`config.mk`:
```
export PLATFORM = sky130hd
export DESIGN_NAME = tcgr_ctrl
export DESIGN_NICKNAME = d
export VERILOG_FILES = /design/src/hw/rtl/tcgr_pkg.sv /design/src/hw/rtl/tcgr_ctrl.sv
export SDC_FILE = /design/constraint.sdc
export NUM_CORES = 1
export LEC_CHECK = 0
export BUFFER_PORTS_ARGS = -buffer_cell sky130_fd_sc_hd__clkbuf_2
export CORE_AREA = 2 2 39 41
export DETAILED_ROUTE_END_ITERATION = 7
export DIE_AREA = 0 0 41 43
export SLEW_MARGIN = 10
export SYNTH_ARGS = -nofsm -noshare
export SYNTH_HDL_FRONTEND = slang
export SYNTH_SLANG_ARGS = --single-unit
```
`constraint.sdc`:
```
create_clock -name i_clk -period 1.8 [get_ports i_clk]
set_input_delay 0.27 -clock i_clk [delete_from_list [all_inputs] [get_ports i_clk]]
set_output_delay 0.27 -clock i_clk [all_outputs]
set_load 0.02 [all_outputs]
```
`src/hw/rtl/tcgr_pkg.sv`:
```
// shared types, codes and font tables of the text console glyph renderer
`default_nettype none

package tcgr_pkg;

    // cursor and geometry
    localparam int COORD_BITS   = 16;
    localparam int GLYPH_COUNT  = 128;
    localparam int GLYPH_HEIGHT = 16;
    localparam int GLYPH_IDX_W  = $clog2(GLYPH_COUNT);
    localparam int ROW_IDX_W    = $clog2(GLYPH_HEIGHT);
    localparam int BITMAP_W     = GLYPH_HEIGHT * 16;
    localparam int SCREEN_W     = 13;

    localparam logic [COORD_BITS-1:0] EDGE_MARGIN = COORD_BITS'(4);
    localparam logic [COORD_BITS-1:0] LINE_STEP   = COORD_BITS'(16);

    // character codes with a special meaning
    localparam logic [7:0] CHAR_NEWLINE = 8'd10;
    localparam logic [7:0] CHAR_RETURN  = 8'd13;

    // result kinds
    localparam logic KIND_ROW    = 1'b0;
    localparam logic KIND_SCROLL = 1'b1;

    // register indexes on the configuration port
    localparam logic [1:0] REG_ENABLE        = 2'd0;
    localparam logic [1:0] REG_SCREEN_WIDTH  = 2'd1;
    localparam logic [1:0] REG_SCREEN_HEIGHT = 2'd2;

    // controller to datapath
    typedef struct packed {
        logic newline;
        logic cret;
        logic load;
        logic wrap;
        logic scroll;
        logic emit_row;
    } t_dp_cmd;

    // datapath to controller
    typedef struct packed {
        logic out_free;
        logic scroll_none;
        logic last_row;
        logic is_newline;
        logic is_return;
    } t_dp_status;

    // glyphs below space and the delete glyph are 16 pixels wide
    function automatic logic glyph_is_wide(input logic [GLYPH_IDX_W-1:0] g);
        logic w;
        w = (g < GLYPH_IDX_W'(32)) || (g == GLYPH_IDX_W'(127));
        return w;
    endfunction

    // whole glyph bitmap, first row in the top bits; narrow glyphs in the low half
    function automatic logic [BITMAP_W-1:0] glyph_bitmap(input logic [GLYPH_IDX_W-1:0] g);
        logic [BITMAP_W-1:0] b;
        case (g)
        7'd0:   b = 256'h000000000000000000004A506A505A50499E0000000000000000000000000000;
        7'd1:   b = 256'h0000000000000000000039924252325E0A527192000000000000000000000000;
        7'd2:   b = 256'h000000000000000000003BA44124311809247124000000000000000000000000;
        7'd3:   b = 256'h000000000000000000007BA44124791841247924000000000000000000000000;
        7'd4:   b = 256'h0000000000000000000079BE42487A4842487988000000000000000000000000;
        7'd5:   b = 256'h000000000000000000007A4C42527B5242D67A4E000000000000000000000000;
        7'd6:   b = 256'h0000000000000000000031A44A287A304A2849A4000000000000000000000000;
        7'd7:   b = 256'h0000000000000000000073D04A1073D04A1073DE000000000000000000000000;
        7'd8:   b = 256'h0000000000000000000078E0450078C0442079C0000000000000000000000000;
        7'd9:   b = 256'h0000000000000000000045F044407C4044404440000000000000000000000000;
        7'd10:  b = 256'h0000000000000000000041F0410041F041007D00000000000000000000000000;
        7'd11:  b = 256'h0000000000000000000045F04440444028401040000000000000000000000000;
        7'd12:  b = 256'h000000000000000000007DF041007DF041004100000000000000000000000000;
        7'd13:  b = 256'h000000000000000000003DE0411041E041203D10000000000000000000000000;
        7'd14:  b = 256'h000000000000000000003CE041103910051078E0000000000000000000000000;
        7'd15:  b = 256'h000000000000000000003DF040403840044079F0000000000000000000000000;
        7'd16:  b = 256'h0000000000000000000072384A204A384A2073B8000000000000000000000000;
        7'd17:  b = 256'h0000000000000000000071884A184A084A08719C000000000000000000000000;
        7'd18:  b = 256'h0000000000000000000071984A044A084A10719C000000000000000000000000;
        7'd19:  b = 256'h0000000000000000000071984A044A184A047198000000000000000000000000;
        7'd20:  b = 256'h0000000000000000000071844A0C4A144A1C7184000000000000000000000000;
        7'd21:  b = 256'h0000000000000000000049926A546A585BD44A52000000000000000000000000;
        7'd22:  b = 256'h000000000000000000003452429A311609127112000000000000000000000000;
        7'd23:  b = 256'h000000000000000000007BB84124793841247938000000000000000000000000;
        7'd24:  b = 256'h00000000000000000000332444B447AC44A434A4000000000000000000000000;
        7'd25:  b = 256'h000000000000000000007D1041B07D5041107D10000000000000000000000000;
        7'd26:  b = 256'h000000000000000000003A5C4252325C0A52719C000000000000000000000000;
        7'd27:  b = 256'h0000000000000000000079CE4210799040507B8E000000000000000000000000;
        7'd28:  b = 256'h0000000000000000000079C04200798040404380000000000000000000000000;
        7'd29:  b = 256'h0000000000000000000039C04200598048403B80000000000000000000000000;
        7'd30:  b = 256'h0000000000000000000071C04A00718050404B80000000000000000000000000;
        7'd31:  b = 256'h0000000000000000000049C04A00498048403380000000000000000000000000;
        7'd32:  b = 256'h00000000000000000000000000000000;
        7'd33:  b = 256'h00000000080808080808080008080000;
        7'd34:  b = 256'h00002222222200000000000000000000;
        7'd35:  b = 256'h000000001212127E24247E4848480000;
        7'd36:  b = 256'h00000000083E4948380E09493E080000;
        7'd37:  b = 256'h00000000314A4A340808162929460000;
        7'd38:  b = 256'h000000001C2222221C39454246390000;
        7'd39:  b = 256'h00000808080800000000000000000000;
        7'd40:  b = 256'h00000004080810101010101008080400;
        7'd41:  b = 256'h00000020101008080808080810102000;
        7'd42:  b = 256'h00000000000008492A1C2A4908000000;
        7'd43:  b = 256'h0000000000000808087F080808000000;
        7'd44:  b = 256'h00000000000000000000000018080810;
        7'd45:  b = 256'h0000000000000000007E000000000000;
        7'd46:  b = 256'h00000000000000000000000018180000;
        7'd47:  b = 256'h00000000020204080810102040400000;
        7'd48:  b = 256'h00000000182442424242424224180000;
        7'd49:  b = 256'h000000000818280808080808083E0000;
        7'd50:  b = 256'h000000003C4242020C102040407E0000;
        7'd51:  b = 256'h000000003C4242021C020242423C0000;
        7'd52:  b = 256'h00000000040C142444447E0404040000;
        7'd53:  b = 256'h000000007E4040407C020202423C0000;
        7'd54:  b = 256'h000000001C2040407C424242423C0000;
        7'd55:  b = 256'h000000007E0202040404080808080000;
        7'd56:  b = 256'h000000003C4242423C424242423C0000;
        7'd57:  b = 256'h000000003C4242423E02020204380000;
        7'd58:  b = 256'h00000000000018180000001818000000;
        7'd59:  b = 256'h00000000000018180000001808081000;
        7'd60:  b = 256'h00000000000204081020100804020000;
        7'd61:  b = 256'h000000000000007E0000007E00000000;
        7'd62:  b = 256'h00000000004020100804081020400000;
        7'd63:  b = 256'h000000003C4242020408080008080000;
        7'd64:  b = 256'h000000001C224A565252524E201E0000;
        7'd65:  b = 256'h0000000018242442427E424242420000;
        7'd66:  b = 256'h000000007C4242427C424242427C0000;
        7'd67:  b = 256'h000000003C42424040404042423C0000;
        7'd68:  b = 256'h00000000784442424242424244780000;
        7'd69:  b = 256'h000000007E4040407C404040407E0000;
        7'd70:  b = 256'h000000007E4040407C40404040400000;
        7'd71:  b = 256'h000000003C424240404E4242463A0000;
        7'd72:  b = 256'h00000000424242427E42424242420000;
        7'd73:  b = 256'h000000003E08080808080808083E0000;
        7'd74:  b = 256'h000000001F0404040404044444380000;
        7'd75:  b = 256'h00000000424448506060504844420000;
        7'd76:  b = 256'h000000004040404040404040407E0000;
        7'd77:  b = 256'h00000000424266665A5A424242420000;
        7'd78:  b = 256'h0000000042626252524A4A4646420000;
        7'd79:  b = 256'h000000003C42424242424242423C0000;
        7'd80:  b = 256'h000000007C4242427C40404040400000;
        7'd81:  b = 256'h000000003C4242424242425A663C0300;
        7'd82:  b = 256'h000000007C4242427C48444442420000;
        7'd83:  b = 256'h000000003C424240300C0242423C0000;
        7'd84:  b = 256'h000000007F0808080808080808080000;
        7'd85:  b = 256'h000000004242424242424242423C0000;
        7'd86:  b = 256'h00000000414141222222141408080000;
        7'd87:  b = 256'h00000000424242425A5A666642420000;
        7'd88:  b = 256'h00000000424224241818242442420000;
        7'd89:  b = 256'h00000000414122221408080808080000;
        7'd90:  b = 256'h000000007E02020408102040407E0000;
        7'd91:  b = 256'h0000000E080808080808080808080E00;
        7'd92:  b = 256'h00000000404020101008080402020000;
        7'd93:  b = 256'h00000070101010101010101010107000;
        7'd94:  b = 256'h00001824420000000000000000000000;
        7'd95:  b = 256'h00000000000000000000000000007F00;
        7'd96:  b = 256'h00201008000000000000000000000000;
        7'd97:  b = 256'h0000000000003C42023E4242463A0000;
        7'd98:  b = 256'h0000004040405C6242424242625C0000;
        7'd99:  b = 256'h0000000000003C4240404040423C0000;
        7'd100: b = 256'h0000000202023A4642424242463A0000;
        7'd101: b = 256'h0000000000003C42427E4040423C0000;
        7'd102: b = 256'h0000000C1010107C1010101010100000;
        7'd103: b = 256'h0000000000023A44444438203C42423C;
        7'd104: b = 256'h0000004040405C624242424242420000;
        7'd105: b = 256'h000000080800180808080808083E0000;
        7'd106: b = 256'h0000000404000C040404040404044830;
        7'd107: b = 256'h00000000404044485060504844420000;
        7'd108: b = 256'h000000001808080808080808083E0000;
        7'd109: b = 256'h00000000000076494949494949490000;
        7'd110: b = 256'h0000000000005C624242424242420000;
        7'd111: b = 256'h0000000000003C4242424242423C0000;
        7'd112: b = 256'h0000000000005C6242424242625C4040;
        7'd113: b = 256'h0000000000003A4642424242463A0202;
        7'd114: b = 256'h0000000000005C624240404040400000;
        7'd115: b = 256'h0000000000003C4240300C02423C0000;
        7'd116: b = 256'h0000000010107C1010101010100C0000;
        7'd117: b = 256'h000000000000424242424242463A0000;
        7'd118: b = 256'h00000000000042424224242418180000;
        7'd119: b = 256'h00000000000041494949494949360000;
        7'd120: b = 256'h00000000000042422418182442420000;
        7'd121: b = 256'h0000000000004242424242261A02023C;
        7'd122: b = 256'h0000000000007E0204081020407E0000;
        7'd123: b = 256'h0000000C101008081010080810100C00;
        7'd124: b = 256'h00000808080808080808080808080808;
        7'd125: b = 256'h00000030080810100808101008083000;
        7'd126: b = 256'h00000031494600000000000000000000;
        7'd127: b = 256'h0000000000000000000073D04A104BD04A1073DE000000000000000000000000;
        default: b = '0;
        endcase
        return b;
    endfunction

endpackage

`default_nettype wire

```
`src/hw/rtl/tcgr_ctrl.sv`:
```
// controller state machine sequencing one character through the datapath
`default_nettype none

module tcgr_ctrl
    import tcgr_pkg::*;
(
    input  wire logic       i_clk,
    input  wire logic       i_rst_n,
    input  wire logic       i_valid,
    input  wire logic       i_enable,
    input  wire t_dp_status i_status,
    output t_dp_cmd         o_cmd,
    output logic            o_stall
);

    localparam logic [1:0] ST_IDLE   = 2'd0;
    localparam logic [1:0] ST_WRAP   = 2'd1;
    localparam logic [1:0] ST_SCROLL = 2'd2;
    localparam logic [1:0] ST_ROWS   = 2'd3;

    logic [1:0] r_state;
    logic [1:0] n_state;

    // input is taken only between characters
    assign o_stall = (r_state != ST_IDLE);

    // next state and commands
    always_comb begin
        n_state = r_state;
        o_cmd   = '0;
        unique case (r_state)
            ST_IDLE: begin
                if (i_valid && i_enable) begin
                    if (i_status.is_newline) begin
                        o_cmd.newline = 1'b1;
                    end else if (i_status.is_return) begin
                        o_cmd.cret = 1'b1;
                    end else begin
                        o_cmd.load = 1'b1;
                        n_state    = ST_WRAP;
                    end
                end
            end
            ST_WRAP: begin
                o_cmd.wrap = 1'b1;
                n_state    = ST_SCROLL;
            end
            ST_SCROLL: begin
                if (i_status.scroll_none) begin
                    n_state = ST_ROWS;
                end else if (i_status.out_free) begin
                    o_cmd.scroll = 1'b1;
                    n_state      = ST_ROWS;
                end
            end
            ST_ROWS: begin
                if (i_status.out_free) begin
                    o_cmd.emit_row = 1'b1;
                    if (i_status.last_row) begin
                        n_state = ST_IDLE;
                    end
                end
            end
            default: begin
                n_state = ST_IDLE;
            end
        endcase
    end

    // state register
    always_ff @(posedge i_clk) begin
        if (!i_rst_n) begin
            r_state <= ST_IDLE;
        end else begin
            r_state <= n_state;
        end
    end

endmodule

`default_nettype wire

```
==> results of run 1 <==
## power groups by stage
stage / Clock (uW) / Combinational (uW) / Sequential (uW)
2_1_floorplan: 0 / 172 / 75.9
3_3_place_gp: 0 / 229 / 80.3
3_5_place_dp: 0 / 231 / 80.8
4_1_cts: 106 / 233 / 79.8
5_1_grt: 109 / 258 / 83.5
6_report: 97.6 / 225 / 79.3
## Yosys cell counts (all sizes together) (2+ instances only)
master / n
dfxtp: 2
nor3b: 2
ha: 5
inv: 4
nand2: 3
mux2i: 2
## cells by family (layout without fill, tap and decap cells)
family | count (synthesis) | in the layout | synth area share
and+or+nand+nor | 11 | 11 | 0.290
adders and majority gates | 5 | 5 | 0.273
buffers and inverters | 4 | 22 | 0.0656
AOI/OAI and AO/OA | 3 | 3 | 0.109
muxes | 2 | 2 | 0.0874
DFF | 2 | 2 | 0.175
## worst register-to-register path, stage by stage (launching register included)
cell and delay [ns]:
dfxtp_1 0.37, inv_1 0.10, ha_1 0.22, nor3b_1 0.15, a211oi_2 0.22, mux2i_1 0.22
## final timing paths
| path | startpoint | endpoint | slack (ns) | cells past startpoint |
|---|---|---|---|---|
| worst max-delay path | r_state[0] | o_cmd[4] | 0.12 | 5 |
| worst min-delay path | i_rst_n | r_state[1] | 0.33 | 3 |
| worst max register to register | r_state[0] | r_state[0] | 0.46 | 5 |
| worst min register to register | r_state[1] | r_state[1] | 0.50 | 2 |
## metrics by stage
step | hold WS, ns | cells | total power (uW)
after floorplan | 0.416 | 27 | 248
after global placement | 0.496 | 58 | 310
after detailed placement | 0.505 | 58 | 312
after CTS | 0.323 | 61 | 419
after global routing | 0.365 | 61 | 451
final | 0.327 | 61 | 402
## metal layers
layer,share of wire,GRT usage
met5,0,0
met1,0.39,0.0639
met2,0.49,0.0969
met3,0.12,0.0157
met4,0,0.0800
## cell type report
cell class | count | area share
multi-input combinational | 21 | 0.502
timing repair buffer | 15 | 0.217
inverter | 4 | 0.0433
sequential | 2 | 0.116
clock buffer | 3 | 0.0650
tap | 16 | 0.0578
## placed cells by master (no fill, tap or decap), types with 2 or more instances in the layout
cell	instances
nand2_1	3
nor3b_1	2
inv_1	4
ha_1	5
clkbuf_4	3
mux2i_1	2
clkbuf_2	14
dfxtp_1	2
## timing repair
| action | 4_1_cts | 5_1_grt |
|---|---|---|
| hold buffers | 0 | 0 |
| endpoints found under the setup margin | 0 | 1 |
| gates resized for setup | 0 | 1 |
==> flow_summary.ini, run 1 <==
[layout]
top_registers = r_state x2
largest_register_ffs = 2
filler_cell_count = 167
design_area_sq_um = 347
diode_count = 0
regMostFlops = r_state
storage_element_area_sq_um = 40.0
final_layout_size_suffix_gt1_frac = 0.422
syn_to_final_growth_pct = 51.4
area_taken_by_multi_input_logic_gates_sq_um = 174
num-nets-final = 61
final_util = 0.250

[placed_design]
gp_routability_congestion = 0.610
placement.setup.worst_slack_ns = 0.317
dpl.hpwl_microns = 428
post_dp_cell_area_sq_um = 324
port-buffer-count = 15

[min_path]
holdCritPathClass = in -> reg

[logic_synthesis]
synthesis.yosys.warnings = 0
netlist_instances = 27
synthesis.area_per_instance_sq_um = 8.48
synth_enable_flop_cells = 0
syn_nets = 41
synth_largest_type_area_fraction = 0.273
post_synth_design_cell_area_sq_um = 229
synth_seq_cells = 2
synth_async_sr_flop_share = 0
ys_seq_area_frac = 0.175
post-synth-top-area-cell = ha_1
synth_top_cells_by_area = ha_1 (27%), dfxtp_1 (17%), mux2i_1 (8.7%)
dominantRegCellSynth = dfxtp_1
yosys.cell_types.count = 15

[power]
p_leak_uw = 0.000186
sequential_cell_fraction_of_total_power = 0.198
power.switching_uw = 172
power_share_of_the_clock_group = 0.243
cellInternalPower_uw = 229
cellPowerDensity_nw_per_um2 = 1160
power.ir.vdd_worst_mv = 0.265
switching_share = 0.429
logic_gate_share_of_total_power = 0.559

[routing]
avgViaCountPerCell = 3.90
detail-route-antenna-nets = 0
detail_route.wirelength_microns = 495
num_vias = 238
detail_route.drc_violations = 0
detail_route.first_pass.iterations = 2
drt_first_iter_violations = 1
routedWlPerCell_microns = 8.11

[grt]
global_route.overflow_total = 0
grt_pass1_wl_microns = 752
track_usage = 0.0661
largest_net_degree_at_the_start_of_global_routing = 5
number_of_antenna_violations_at_the_first_check_in_global_routing = 0
number_of_global_route_vias_before_repair = 238

[die]
io-pin-count = 16
dieHeight_microns = 43
dieArea_sq_um = 1760
initial_utilization = 0.165
die_w_microns = 41
fp-row-count = 14
placeableCoreArea_sq_um = 1380

[worst_setup_path]
timing.critical_path.arrival_ns = 1.41
cpMaxStageDelayCell = dfxtp_1
setup.worst_path.start_class = flip-flop
worstPathCellList = inv_1 -> ha_1 -> nand3_1 -> nor3b_1 -> buf_2
crit_path_end_kind = output pin
cp.required_ns = 1.53
worstPathBufferInverterCount = 2
path_type_of_the_worst_setup_path = reg -> out
critPathMaxFanout = 4
cpPeakStageDelay_ns = 0.33
cpLargestDelayFamily = simple AND/OR/NAND/NOR gates

[outcome]
run_status = complete, no violations

[flow_run]
max-cap-violations = 0

[clocking]
numCtsBuffers = 3
clock-sinks = 2
clock_latency_reported_for_the_late_side_of_the_worst_skew_pair_ns = 0.22
clock-root-buffer = clkbuf_4
path_clk_slew_ns = 0.03
h-tree-depth = 1
clock_tree.buffer_depth = 2
cts_setup_buffers = 0
tritoncts = yes

[sta]
report.final.hold_viol_count = 0
tmin_final_ns = 1.68
rsz0062_at_grt = false
worst_slack_ns = 0.120
worstMarginPinSlew_ns = 0.256
slew_headroom = 0.829
final.setup.tns_ns = 0
final.period_utilization = 0.933
timing.final.setup_violations = 0
fmaxAchievable_mhz = 595
worst_clock_skew_ns = 0.00296
timing.final.max_slew_violations = 0
(Power assumes the default switching activity.)
==> run 2, diff against run 1 <==
CTS_BUF_LIST = sky130_fd_sc_hd__clkbuf_8   (was default)
==> run 2 against run 1 <==
Effect of this change:
- maximum frequency down 0.22%
- critical path depth unchanged
- non-clock buffer count unchanged
- total power up 20%
- clock-buffer cell count unchanged
- combinational power about the same
- utilization up 1.4 points
- clock skew down 0.0013 ns
- first-iteration DRC count rose to 3.0 times the previous value
- clock power up 81%
- die area unchanged
- cell count unchanged
- critical endpoint unchanged
==> flow_summary.ini, run 2 (same netlist as run 1, synthesis figures left out) <==
[grt]
global_route.overflow_total = 0
number_of_antenna_violations_at_the_first_check_in_global_routing = 0
number_of_global_route_vias_before_repair = 241
largest_net_degree_at_the_start_of_global_routing = 5
grt_pass1_wl_microns = 779
track_usage = 0.0701

[layout]
final-instance-count-excl-fill = 61
storage_element_area_sq_um = 40.0
num-nets-final = 61
final_layout_size_suffix_gt1_frac = 0.422
regMostFlops = r_state
largest_register_ffs = 2
top_registers = r_state x2
area_taken_by_multi_input_logic_gates_sq_um = 174
layout.cells.most_common_list = clkbuf_2 (15), ha_1 (5), inv_1 (4)
filler_cell_count = 163
syn_to_final_growth_pct = 59.6
diode_count = 0
mostFrequentLayoutCell = clkbuf_2

[sta]
worstMarginPinSlew_ns = 0.256
tmin_final_ns = 1.68
timing.final.setup_violations = 0
slew_headroom = 0.829
worst_clock_skew_ns = 0.00171
final.setup.tns_ns = 0
rsz0062_at_grt = false
final.period_utilization = 0.935
fmaxAchievable_mhz = 594
report.final.hold_viol_count = 0
timing.final.max_slew_violations = 0

[placed_design]
port-buffer-count = 15
gp_routability_congestion = 0.610
dpl.hpwl_microns = 428
dp_cells = 58

[power]
power.ir.vdd_worst_mv = 0.340
power_share_of_the_clock_group = 0.368
cellInternalPower_uw = 297
power.switching_uw = 184
cellPowerDensity_nw_per_um2 = 1320
logic_gate_share_of_total_power = 0.468
sequential_cell_fraction_of_total_power = 0.165
switching_share = 0.382
p_leak_uw = 0.000193

[worst_setup_path]
setup.worst_path.start_class = flip-flop
critPathMaxFanout = 4
cp.required_ns = 1.53
crit_path_end_kind = output pin
path_type_of_the_worst_setup_path = reg -> out
timing.critical_path.arrival_ns = 1.41

[routing]
detail-route-antenna-nets = 0
detail_route.drc_violations = 0
routedWlPerCell_microns = 8.41
drt_first_iter_violations = 3
avgViaCountPerCell = 3.98
detail_route.wirelength_microns = 513
num_vias = 243
detail_route.first_pass.iterations = 2

[outcome]
run_status = complete, no violations

[clocking]
clock-root-buffer = clkbuf_8
clock_latency_reported_for_the_late_side_of_the_worst_skew_pair_ns = 0.21
cts_resized = 0
path_clk_slew_ns = 0.03
tritoncts = yes
cts_setup_buffers = 0
clock-sinks = 2
numCtsBuffers = 3
cts_hold_buf = 0
clock_tree.buffer_depth = 2
h-tree-depth = 1

[die]
dieHeight_microns = 43
initial_utilization = 0.165
die_w_microns = 41
placeableCoreArea_sq_um = 1380
io-pin-count = 16
dieArea_sq_um = 1760
fp-row-count = 14

[min_path]
holdCritPathClass = in -> reg

[flow_run]
max-cap-violations = 0
[run 2: cell type report]
type	count	area share
Multi-Input combinational cell	21	0.476
Timing Repair Buffer	15	0.205
Clock buffer	3	0.113
Sequential cell	2	0.110
Tap cell	16	0.0548
Inverter	4	0.0411
[run 2: worst paths after layout]
kind | slack [ns] | endpoint | cells past startpoint | startpoint
setup / recovery | 0.12 | o_cmd[4] | 5 | r_state[0]
hold / removal | 0.34 | r_state[1] | 3 | i_rst_n
hold reg to reg | 0.50 | r_state[1] | 2 | r_state[1]
setup reg to reg | 0.46 | r_state[0] | 5 | r_state[0]
[run 2: layer usage]
| metal | part of all wire | routed length, microns | GRT usage | up-vias |
|---|---|---|---|---|
| met4 | 0.025 | 13 | 0.0800 | 0 |
| met1 | 0.39 | 201 | 0.0671 | 99 |
| met3 | 0.12 | 62 | 0.0314 | 2 |
| met5 | 0 | 0 | 0 | - |
| met2 | 0.46 | 235 | 0.0969 | 14 |
| li1 | - | - | - | 128 |
[run 2: per-stage QoR]
stage	utilization	setup WS (ns)	hold slack [ns]	cell area (sq um)	total power [uW]
finish	0.264	0.116	0.341	365	481
global route	0.264	0.0127	0.381	365	529
CTS	0.264	0.0900	0.343	365	494
detailed placement	0.234	0.317	0.505	324	312
global placement	0.234	0.361	0.496	324	310
floorplan	-	0.259	0.416	229	248
[run 2: critical path: stages (launching register included)]
cell and delay (ns):
dfxtp_1 0.33, inv_1 0.11, ha_1 0.22, nand3_1 0.13, nor3b_1 0.22, clkbuf_2 0.20
[run 2: power groups by stage]
| stage | Clock, uW | Combinational [uW] | Sequential (uW) |
|---|---|---|---|
| 5_1_grt | 187 | 258 | 83.6 |
| 6_report | 177 | 225 | 79.4 |
| 3_5_place_dp | 0 | 231 | 80.8 |
| 2_1_floorplan | 0 | 172 | 75.9 |
| 4_1_cts | 182 | 233 | 79.9 |
| 3_3_place_gp | 0 | 229 | 80.3 |
